**src/rtl/core/dtdt_pkg.sv**
```systemverilog
// Shared types and constants for the delayed task dispatch table.
`default_nettype none
package dtdt_pkg;

   localparam int DTDT_QUEUE_DEPTH   = 16;
   localparam int DTDT_DELAY_WIDTH   = 16;
   localparam int DTDT_TASK_ID_WIDTH = 8;

   localparam logic [1:0] OP_ADD   = 2'd0;
   localparam logic [1:0] OP_CLEAR = 2'd1;
   localparam logic [1:0] OP_TICK  = 2'd2;

   typedef enum logic [2:0] {
      ST_IDLE,
      ST_ADD,
      ST_CLEAR,
      ST_DEC,
      ST_FIRE,
      ST_SHIFT,
      ST_RESP
   } dtdt_state_type;

   typedef enum logic [2:0] {
      CMD_NONE,
      CMD_LOAD,
      CMD_ADD,
      CMD_CLEAR,
      CMD_DEC,
      CMD_FIRE,
      CMD_SHIFT,
      CMD_RESP
   } dtdt_cmd_type;

   typedef struct packed {
      logic scan_done;
      logic expired;
      logic found;
   } dtdt_status_type;

endpackage
`default_nettype wire

```
**src/rtl/core/dtdt_ctrl.sv**
```systemverilog
// Sequencing state machine of the delayed task dispatch table.
`default_nettype none
module dtdt_ctrl (
   input  logic                     clock,
   input  logic                     reset,
   input  logic                     req_valid,
   input  logic [1:0]               req_operation,
   output logic                     req_ready,
   output logic                     rsp_valid,
   input  logic                     rsp_ready,
   input  dtdt_pkg::dtdt_status_type status,
   output dtdt_pkg::dtdt_cmd_type    cmd
);
   import dtdt_pkg::*;

   dtdt_state_type state_ff, state_in;
   logic           rsp_valid_ff, rsp_valid_in;
   logic           rsp_free;

   assign rsp_free = !rsp_valid_ff || rsp_ready;

   always_comb begin
      state_in = state_ff;
      unique case (state_ff)
         ST_IDLE: begin
            if (req_valid) begin
               unique case (req_operation)
                  OP_ADD:   state_in = ST_ADD;
                  OP_CLEAR: state_in = ST_CLEAR;
                  OP_TICK:  state_in = ST_DEC;
                  default:  state_in = ST_RESP;
               endcase
            end
         end
         ST_ADD: state_in = ST_RESP;
         ST_CLEAR: begin
            if (status.scan_done) state_in = ST_RESP;
         end
         ST_DEC: begin
            if (status.scan_done) state_in = ST_FIRE;
         end
         ST_FIRE: begin
            if (status.expired && status.found) state_in = ST_SHIFT;
            else state_in = ST_RESP;
         end
         ST_SHIFT: begin
            if (status.scan_done) state_in = ST_RESP;
         end
         ST_RESP: begin
            if (rsp_free) state_in = ST_IDLE;
         end
         default: state_in = ST_IDLE;
      endcase
   end

   always_comb begin
      cmd       = CMD_NONE;
      req_ready = 1'b0;
      unique case (state_ff)
         ST_IDLE: begin
            req_ready = 1'b1;
            if (req_valid) cmd = CMD_LOAD;
         end
         ST_ADD:   cmd = CMD_ADD;
         ST_CLEAR: cmd = CMD_CLEAR;
         ST_DEC:   cmd = CMD_DEC;
         ST_FIRE:  cmd = CMD_FIRE;
         ST_SHIFT: cmd = CMD_SHIFT;
         ST_RESP: begin
            if (rsp_free) cmd = CMD_RESP;
         end
         default: cmd = CMD_NONE;
      endcase
      if (cmd == CMD_RESP) rsp_valid_in = 1'b1;
      else if (rsp_ready) rsp_valid_in = 1'b0;
      else rsp_valid_in = rsp_valid_ff;
   end

   always_ff @(posedge clock) begin
      if (reset) begin
         state_ff     <= ST_IDLE;
         rsp_valid_ff <= 1'b0;
      end else begin
         state_ff     <= state_in;
         rsp_valid_ff <= rsp_valid_in;
      end
   end

   assign rsp_valid = rsp_valid_ff;

endmodule
`default_nettype wire

```
**src/rtl/core/dtdt_dpath.sv**
```systemverilog
// Entry memory, scan pointers and result register of the dispatch table.
`default_nettype none
module dtdt_dpath #(
   parameter int QUEUE_DEPTH   = dtdt_pkg::DTDT_QUEUE_DEPTH,
   parameter int DELAY_WIDTH   = dtdt_pkg::DTDT_DELAY_WIDTH,
   parameter int TASK_ID_WIDTH = dtdt_pkg::DTDT_TASK_ID_WIDTH
) (
   input  logic                                   clock,
   input  logic                                   reset,
   input  dtdt_pkg::dtdt_cmd_type                 cmd,
   output dtdt_pkg::dtdt_status_type              status,
   input  logic [1:0]                             req_operation,
   input  logic [TASK_ID_WIDTH-1:0]               req_task_id,
   input  logic [DELAY_WIDTH-1:0]                 req_delay,
   output logic                                   rsp_accepted,
   output logic                                   rsp_fired,
   output logic [TASK_ID_WIDTH-1:0]               rsp_fired_task,
   output logic [$clog2(QUEUE_DEPTH+1)-1:0]       rsp_cleared_count
);
   import dtdt_pkg::*;

   localparam int CW = $clog2(QUEUE_DEPTH + 1);
   localparam int IW = (QUEUE_DEPTH > 1) ? $clog2(QUEUE_DEPTH) : 1;

   logic [TASK_ID_WIDTH-1:0] task_mem  [QUEUE_DEPTH];
   logic [DELAY_WIDTH-1:0]   delay_mem [QUEUE_DEPTH];
   logic [TASK_ID_WIDTH-1:0] rd_task_ff;
   logic [DELAY_WIDTH-1:0]   rd_delay_ff;

   logic [CW-1:0]            count_ff, count_in;
   logic                     expired_ff, expired_in;
   logic [CW-1:0]            rd_ptr_ff, rd_ptr_in;
   logic [CW-1:0]            wr_ptr_ff, wr_ptr_in;
   logic                     pend_ff, pend_in;
   logic [1:0]               op_ff, op_in;
   logic [TASK_ID_WIDTH-1:0] id_ff, id_in;
   logic [DELAY_WIDTH-1:0]   dly_ff, dly_in;
   logic                     add_ok_ff, add_ok_in;
   logic [CW-1:0]            clr_cnt_ff, clr_cnt_in;
   logic                     found_ff, found_in;
   logic [CW-1:0]            pos_ff, pos_in;
   logic                     fire_ff, fire_in;
   logic [TASK_ID_WIDTH-1:0] fire_task_ff, fire_task_in;
   logic                     rsp_acc_ff, rsp_acc_in;
   logic                     rsp_fired_ff, rsp_fired_in;
   logic [TASK_ID_WIDTH-1:0] rsp_task_ff, rsp_task_in;
   logic [CW-1:0]            rsp_cnt_ff, rsp_cnt_in;

   logic                     issue, scan_done, scanning, rd_en;
   logic                     wr_en;
   logic [IW-1:0]            wr_addr;
   logic [TASK_ID_WIDTH-1:0] wr_task;
   logic [DELAY_WIDTH-1:0]   wr_delay;

   assign issue     = rd_ptr_ff < count_ff;
   assign scan_done = !issue && !pend_ff;
   assign scanning  = (cmd == CMD_CLEAR) || (cmd == CMD_DEC) || (cmd == CMD_SHIFT);

   always_comb begin
      count_in     = count_ff;
      expired_in   = expired_ff;
      rd_ptr_in    = rd_ptr_ff;
      wr_ptr_in    = wr_ptr_ff;
      pend_in      = pend_ff;
      op_in        = op_ff;
      id_in        = id_ff;
      dly_in       = dly_ff;
      add_ok_in    = add_ok_ff;
      clr_cnt_in   = clr_cnt_ff;
      found_in     = found_ff;
      pos_in       = pos_ff;
      fire_in      = fire_ff;
      fire_task_in = fire_task_ff;
      rsp_acc_in   = rsp_acc_ff;
      rsp_fired_in = rsp_fired_ff;
      rsp_task_in  = rsp_task_ff;
      rsp_cnt_in   = rsp_cnt_ff;
      rd_en        = 1'b0;
      wr_en        = 1'b0;
      wr_addr      = wr_ptr_ff[IW-1:0];
      wr_task      = rd_task_ff;
      wr_delay     = rd_delay_ff;

      // issue the next read of a scan; data lands in the read register in the following cycle
      if (scanning) begin
         rd_en   = issue;
         pend_in = issue;
         if (issue) rd_ptr_in = rd_ptr_ff + CW'(1);
      end

      unique case (cmd)
         CMD_NONE: begin
         end
         CMD_LOAD: begin
            op_in      = req_operation;
            id_in      = req_task_id;
            dly_in     = req_delay;
            rd_ptr_in  = '0;
            wr_ptr_in  = '0;
            pend_in    = 1'b0;
            add_ok_in  = 1'b0;
            clr_cnt_in = '0;
            found_in   = 1'b0;
            fire_in    = 1'b0;
         end
         CMD_ADD: begin
            if (id_ff != '0 && dly_ff != '0 && count_ff < CW'(QUEUE_DEPTH)) begin
               wr_en     = 1'b1;
               wr_addr   = count_ff[IW-1:0];
               wr_task   = id_ff;
               wr_delay  = dly_ff;
               count_in  = count_ff + CW'(1);
               add_ok_in = 1'b1;
            end
         end
         CMD_CLEAR: begin
            // compact survivors toward the head
            if (pend_ff) begin
               if (rd_task_ff == id_ff) begin
                  clr_cnt_in = clr_cnt_ff + CW'(1);
               end else begin
                  wr_en     = 1'b1;
                  wr_ptr_in = wr_ptr_ff + CW'(1);
               end
            end
            if (scan_done) count_in = wr_ptr_ff;
         end
         CMD_DEC: begin
            if (pend_ff) begin
               wr_en     = 1'b1;
               wr_ptr_in = wr_ptr_ff + CW'(1);
               if (rd_delay_ff != '0) wr_delay = rd_delay_ff - DELAY_WIDTH'(1);
               else expired_in = 1'b1;
               if (rd_delay_ff[DELAY_WIDTH-1:1] == '0 && !found_ff) begin
                  found_in     = 1'b1;
                  pos_in       = wr_ptr_ff;
                  fire_task_in = rd_task_ff;
               end
            end
         end
         CMD_FIRE: begin
            if (expired_ff && found_ff) begin
               fire_in   = 1'b1;
               rd_ptr_in = pos_ff + CW'(1);
               wr_ptr_in = pos_ff;
               pend_in   = 1'b0;
            end else begin
               expired_in = 1'b0;
            end
         end
         CMD_SHIFT: begin
            if (pend_ff) begin
               wr_en     = 1'b1;
               wr_ptr_in = wr_ptr_ff + CW'(1);
            end
            if (scan_done) count_in = count_ff - CW'(1);
         end
         CMD_RESP: begin
            rsp_acc_in   = (op_ff == OP_ADD) ? add_ok_ff
                                             : (op_ff == OP_CLEAR || op_ff == OP_TICK);
            rsp_fired_in = fire_ff;
            rsp_task_in  = fire_ff ? fire_task_ff : '0;
            rsp_cnt_in   = clr_cnt_ff;
         end
      endcase
   end

   always_ff @(posedge clock) begin
      if (wr_en) begin
         task_mem[wr_addr]  <= wr_task;
         delay_mem[wr_addr] <= wr_delay;
      end
      if (rd_en) begin
         rd_task_ff  <= task_mem[rd_ptr_ff[IW-1:0]];
         rd_delay_ff <= delay_mem[rd_ptr_ff[IW-1:0]];
      end
   end

   always_ff @(posedge clock) begin
      if (reset) begin
         count_ff   <= '0;
         expired_ff <= 1'b0;
         pend_ff    <= 1'b0;
      end else begin
         count_ff   <= count_in;
         expired_ff <= expired_in;
         pend_ff    <= pend_in;
      end
   end

   always_ff @(posedge clock) begin
      rd_ptr_ff    <= rd_ptr_in;
      wr_ptr_ff    <= wr_ptr_in;
      op_ff        <= op_in;
      id_ff        <= id_in;
      dly_ff       <= dly_in;
      add_ok_ff    <= add_ok_in;
      clr_cnt_ff   <= clr_cnt_in;
      found_ff     <= found_in;
      pos_ff       <= pos_in;
      fire_ff      <= fire_in;
      fire_task_ff <= fire_task_in;
      rsp_acc_ff   <= rsp_acc_in;
      rsp_fired_ff <= rsp_fired_in;
      rsp_task_ff  <= rsp_task_in;
      rsp_cnt_ff   <= rsp_cnt_in;
   end

   assign status.scan_done = scan_done;
   assign status.expired   = expired_ff;
   assign status.found     = found_ff;

   assign rsp_accepted      = rsp_acc_ff;
   assign rsp_fired         = rsp_fired_ff;
   assign rsp_fired_task    = rsp_task_ff;
   assign rsp_cleared_count = rsp_cnt_ff;

endmodule
`default_nettype wire

```
**src/rtl/core/delayed_task_dispatch_table.sv**
```systemverilog
// Top level of the delayed task dispatch table.
// Ordered table of up to QUEUE_DEPTH one-shot tasks kept in a single-port-write,
// registered-read memory, one beat in and one beat out per operation. A clear
// sweeps the table one entry per cycle. A tick makes a decrement sweep and,
// when a task fires, a compaction sweep over the entries behind it. The
// memory's one read port sets the one-entry-per-cycle pace. The next request
// is taken once the previous result sits in the output register, even if not
// yet collected.
`default_nettype none
module delayed_task_dispatch_table #(
   parameter int QUEUE_DEPTH   = dtdt_pkg::DTDT_QUEUE_DEPTH,
   parameter int DELAY_WIDTH   = dtdt_pkg::DTDT_DELAY_WIDTH,
   parameter int TASK_ID_WIDTH = dtdt_pkg::DTDT_TASK_ID_WIDTH
) (
   input  logic                             clock,
   input  logic                             reset,
   input  logic                             req_valid,
   output logic                             req_ready,
   input  logic [1:0]                       req_operation,
   input  logic [TASK_ID_WIDTH-1:0]         req_task_id,
   input  logic [DELAY_WIDTH-1:0]           req_delay,
   output logic                             rsp_valid,
   input  logic                             rsp_ready,
   output logic                             rsp_accepted,
   output logic                             rsp_fired,
   output logic [TASK_ID_WIDTH-1:0]         rsp_fired_task,
   output logic [$clog2(QUEUE_DEPTH+1)-1:0] rsp_cleared_count
);
   import dtdt_pkg::*;

   dtdt_cmd_type    cmd;
   dtdt_status_type status;

   dtdt_ctrl u_ctrl (
      .clock         (clock),
      .reset         (reset),
      .req_valid     (req_valid),
      .req_operation (req_operation),
      .req_ready     (req_ready),
      .rsp_valid     (rsp_valid),
      .rsp_ready     (rsp_ready),
      .status        (status),
      .cmd           (cmd)
   );

   dtdt_dpath #(
      .QUEUE_DEPTH   (QUEUE_DEPTH),
      .DELAY_WIDTH   (DELAY_WIDTH),
      .TASK_ID_WIDTH (TASK_ID_WIDTH)
   ) u_dpath (
      .clock             (clock),
      .reset             (reset),
      .cmd               (cmd),
      .status            (status),
      .req_operation     (req_operation),
      .req_task_id       (req_task_id),
      .req_delay         (req_delay),
      .rsp_accepted      (rsp_accepted),
      .rsp_fired         (rsp_fired),
      .rsp_fired_task    (rsp_fired_task),
      .rsp_cleared_count (rsp_cleared_count)
   );

endmodule
`default_nettype wire

```
**config.mk**
```make
export PLATFORM = sky130hd
export DESIGN_NAME = delayed_task_dispatch_table
export DESIGN_NICKNAME = d
export VERILOG_FILES = /design/src/rtl/core/dtdt_pkg.sv /design/src/rtl/core/dtdt_ctrl.sv /design/src/rtl/core/dtdt_dpath.sv /design/src/rtl/core/delayed_task_dispatch_table.sv
export SDC_FILE = /design/constraint.sdc
export NUM_CORES = 1
export LEC_CHECK = 0
export BUFFER_PORTS_ARGS = -buffer_cell sky130_fd_sc_hd__buf_2
export CAP_MARGIN = 10
export CORE_UTILIZATION = 45
export DETAILED_ROUTE_END_ITERATION = 12
export MAX_ROUTING_LAYER = met4
export PLACE_DENSITY_LB_ADDON = 0.2
export SYNTH_ARGS = -nofsm -noshare
export SYNTH_HDL_FRONTEND = slang
export SYNTH_SLANG_ARGS = --single-unit
```
**constraint.sdc**
```tcl
create_clock -name clock -period 5.3 [get_ports clock]
set_input_delay 0.265 -clock clock [delete_from_list [all_inputs] [get_ports clock]]
set_output_delay 0.265 -clock clock [all_outputs]
set_load 0.01 [all_outputs]
```
==> results.md <==
Critical path:
- In this run the critical register-to-register path is captured at u_dpath.task_mem[10][0].
- The worst-path maximum fanout is 24.
- The startpoint class of the critical path is a register.
- Data on the critical path is required at its endpoint by 5.50 ns.
- The critical path arrival is 4.14 ns.
- The critical path is of the register to register type.
- Counting cells, the worst reg-to-reg path comes to 6.
- The setup slack on the worst flop-to-flop path is 1.35 ns.
- The worst register-to-register path begins at u_ctrl.state_ff[0].
- STA classifies the critical path endpoint as a register.

Global route:
- The number of antenna violations at the first check in global routing is 2.
- The pin count of the biggest net entering global routing is 42.
- The via count of the first global-routing pass is 10293.
- The first global-routing pass estimated 68510 µm of wire.
- The aggregate global routing overflow is 0.
- The combined global-route utilization of all metal layers is 22.02%.

Floorplanning:
- The floorplan die area is 44780 µm².
- The floorplan step set the die height to 211.6 µm.
- For this configuration, the core starts out at a cell density of 45.80%.
- The core region is 43170 µm².
- Measured along the x axis, the die boundary spans 211.6 µm.
- For this design the top-level I/O count stands at 47.
- The row count is 76.

Routing:
- The iteration count of the initial detailed-routing pass is 5.
- The count of antenna-violating nets left after detailed routing is 0.
- The number of violations reported at the end of detailed-routing iteration 0 is 798.
- The routed design has 45700 µm of wire.
- For this run, design rule violations remaining after detail routing come to 0.
- In the final routed layout, each cell accounts on average for 25.97 µm.
- The via density per instance is 5.786.
- Across all layers, the routed design uses 10183 vias.

Placed design:
- The total instance count after detailed placement is 1642.
- At the end of routability-driven placement, the weighted congestion stood at 0.8995.
- In this run the tool buffered the top-level ports with 46 buffer cells.
- Once detailed placement completed, the half-perimeter wirelength came to 28240 µm.

Clocking:
- The total CTS buffers is 49.
- The clock latency of the later-clocked register in the worst-skew pair is 0.59 ns.
- The TritonCTS clock tree is built.
- The H-tree was split into 2 levels.
- The clock passes through at most 3 buffers.
- The root cell of the clock tree is sky130_fd_sc_hd__clkbuf_16.
- The clock net in this run drives a total of 491 sinks.
- After clock tree synthesis, the clock-pin slew on the worst setup and hold paths is 0.06 ns.
- The post-cts sizing count is 0.

Min path:
- The worst hold path begins at rsp_ready.
- The tightest min-delay check is of the input pin to register type.
- The end of the worst hold path is u_ctrl.rsp_valid.
- The number of cells on the worst hold path is 4.

Timing:
- The highest attainable clock frequency is 0.2534 GHz.
- For the final database, setup skew stands at 0.01887 ns.
- Dividing the final minimum period by the clock period gives 74.47%.
- After layout, the minimum clock period comes to 3.947 ns.
- The final sum of negative setup slack is 0 ns.
- The number of failing hold endpoints at the final stage is 0.
- The worst pin sits at a relative slew slack of 24.01%.
- The slew at the pin closest to its max-slew limit is 1.140 ns.
- Setup repair after global routing left no endpoint under its margin.
- The number of max-slew violations in the final report is 0.
- Setup violations remaining at the end of the flow were counted as 0.

Logic synthesis:
- By count the netlist is led by sky130_fd_sc_hd__edfxtp_1 (475), sky130_fd_sc_hd__mux4_2 (120), sky130_fd_sc_hd__nand2_1 (84), sky130_fd_sc_hd__nor2_1 (35), sky130_fd_sc_hd__nand3_1 (26).
- The mean instance size in the synthesized netlist is 19.22 µm².
- After synthesis, flip-flops and latches occupy 73.76% of the total area.
- The share of the synthesized area in the top cell type is 72.14%.
- The cell type contributing the most total cell area after synthesis is sky130_fd_sc_hd__edfxtp_1.
- The mapped netlist covers 19770 µm².
- The number of enable-type register cells in the synthesized netlist is 475.
- The synthesized design contains 491 register bits.
- Among all flip-flop cells after synthesis, the most frequent one is sky130_fd_sc_hd__edfxtp_1.
- Counting flops with an async set or reset pin after synthesis yields a share of 0%.
- The post-synthesis net count is 1074.
- The post-synthesis instance total is 1029.
- The synthesis warning total is 0.
- The number of distinct library cells after synthesis is 63.
- After synthesis, the cell types taking the most area are sky130_fd_sc_hd__edfxtp_1 (72%), sky130_fd_sc_hd__mux4_2 (14%), sky130_fd_sc_hd__dfxtp_1 (1.6%).
- The cell with the most instances after synthesis is sky130_fd_sc_hd__edfxtp_1.

Flow run:
- The tool flagged a number of max-cap violations equal to 0.

Final layout:
- For this run, the share of the core covered by cells in the final layout is 53.01%.
- The area growth from synthesis to layout is 15.74%.
- The number of antenna diodes in the final layout is 0.
- Cells with a size suffix above 1 make up 25.96% of the layout.
- The count of filler cells inserted in the layout is 3474.
- The post-layout net count is 1180.
- The finished layout holds 1760 standard cells, fillers aside.

Power and ir drop:
- The highest ir drop seen on vdd is 0.0003516 V.
- The power per unit of standard cell area is 527.2 nW/µm².
- In this run the static leakage power is 7.185 nW.
- The post-layout total power is 0.01206 W.

Status:
- The flow ran to the end, and the final reports show no timing, DRC or antenna violations.
logic make-up (layout without fill, tap and decap cells):
logic type	Yosys count	count (layout)	share of synthesized area, %
DFF	491	491	73.76
buffers and inverters	65	211	1.398
AOI/OAI and AO/OA	94	94	3.404
muxes	128	128	14.09
adders and majority gates	15	15	0.9872
xor gates and xnor gates	26	26	1.152
and+or+nand+nor	210	210	5.214
cell type report:
cell class / instances / area, µm² / area share (%)
multi-input cells: 473 / 5195 / 22.70
inverters: 17 / 63.81 / 0.2788
well taps: 585 / 732.0 / 3.198
repair buffers: 103 / 738.2 / 3.226
clock inverters: 31 / 221.5 / 0.9677
clock buffers: 60 / 1340 / 5.856
flip-flops and latches: 491 / 14590 / 63.77
cell usage in the layout, fill, tap and decap left out, types with 12 or more instances in the layout:
master and n:
sky130_fd_sc_hd__edfxtp_1 475, sky130_fd_sc_hd__mux4_2 120, sky130_fd_sc_hd__nand2_1 84, sky130_fd_sc_hd__clkbuf_16 51, sky130_fd_sc_hd__buf_2 46, sky130_fd_sc_hd__nor2_1 35
sky130_fd_sc_hd__buf_4 29, sky130_fd_sc_hd__dlygate4sd3_1 27, sky130_fd_sc_hd__nand3_1 26, sky130_fd_sc_hd__clkinv_1 18, sky130_fd_sc_hd__inv_1 16, sky130_fd_sc_hd__xor2_1 15
sky130_fd_sc_hd__ha_1 14, sky130_fd_sc_hd__a21oi_1 12, sky130_fd_sc_hd__dfxtp_1 12
through the flow:
step                      hold slack [ns]  worst slack, ns  instance area, µm²
after floorplan                    0.3565            1.508               19770
after global placement             0.4472            1.401               21050
after detailed placement           0.4432            1.321               21050
after CTS                         0.09746            1.312               22880
after global routing               0.1495            1.052               22880
final                              0.1331            1.353               22880
registers in the layout, summed over array words and instances (netlist names), 2 cells and up:
name	cells
u_dpath.id_ff	8
u_dpath.rsp_cleared_count	5
u_dpath.delay_mem	256
u_dpath.rd_task_ff	8
u_dpath.rsp_fired_task	8
u_dpath.task_mem	128
u_dpath.count_ff	5
u_dpath.rd_ptr_ff	5
u_dpath.pos_ff	5
u_ctrl.state_ff	3
u_dpath.wr_ptr_ff	5
u_dpath.dly_ff	16
u_dpath.clr_cnt_ff	5
u_dpath.op_ff	2
u_dpath.fire_task_ff	8
u_dpath.rd_delay_ff	16
worst max path at each step:
stage | startpoint | endpoint | slack (ns) | depth (start not counted)
detailed placement | u_ctrl.state_ff[0] | u_dpath.delay_mem[10][13] | 1.32 | 6
CTS | u_ctrl.state_ff[0] | u_dpath.delay_mem[10][3] | 1.31 | 6
floorplan | u_ctrl.state_ff[0] | u_dpath.delay_mem[12][0] | 1.51 | 7
global placement | u_dpath.id_ff[0] | u_dpath.delay_mem[13][3] | 1.40 | 7
global route | u_ctrl.state_ff[0] | u_dpath.delay_mem[6][13] | 1.05 | 6
finish | u_ctrl.state_ff[0] | u_dpath.task_mem[10][0] | 1.35 | 6
where the power goes:
group	internal, W	total, W	switching [W]
registers	0.00525	0.00566	0.000402
clock network	0.00194	0.00338	0.00144
logic	0.00111	0.00303	0.00192
worst max-delay path: stages (launching register included):
cell and delay, ns:
sky130_fd_sc_hd__dfxtp_1 0.71, sky130_fd_sc_hd__nor3b_1 0.40, sky130_fd_sc_hd__nand4_1 0.56, sky130_fd_sc_hd__buf_4 0.42
sky130_fd_sc_hd__mux2i_1 0.30, sky130_fd_sc_hd__nand3_1 0.24, sky130_fd_sc_hd__o22ai_4 0.91
metal layers:
layer | global-route usage, % | share of wire, %
met5 | - | 0
met4 | 6.347 | 2.3
met3 | 2.833 | 6.0
met2 | 33.62 | 48
met1 | 31.31 | 44
timing repair:
action	4_1_cts	5_1_grt
setup endpoints to repair	0	0
setup buffers	0	0
hold buffers	27	0
endpoints found under the hold margin	27	0
Note: power is estimated with default switching activity, not from simulation.
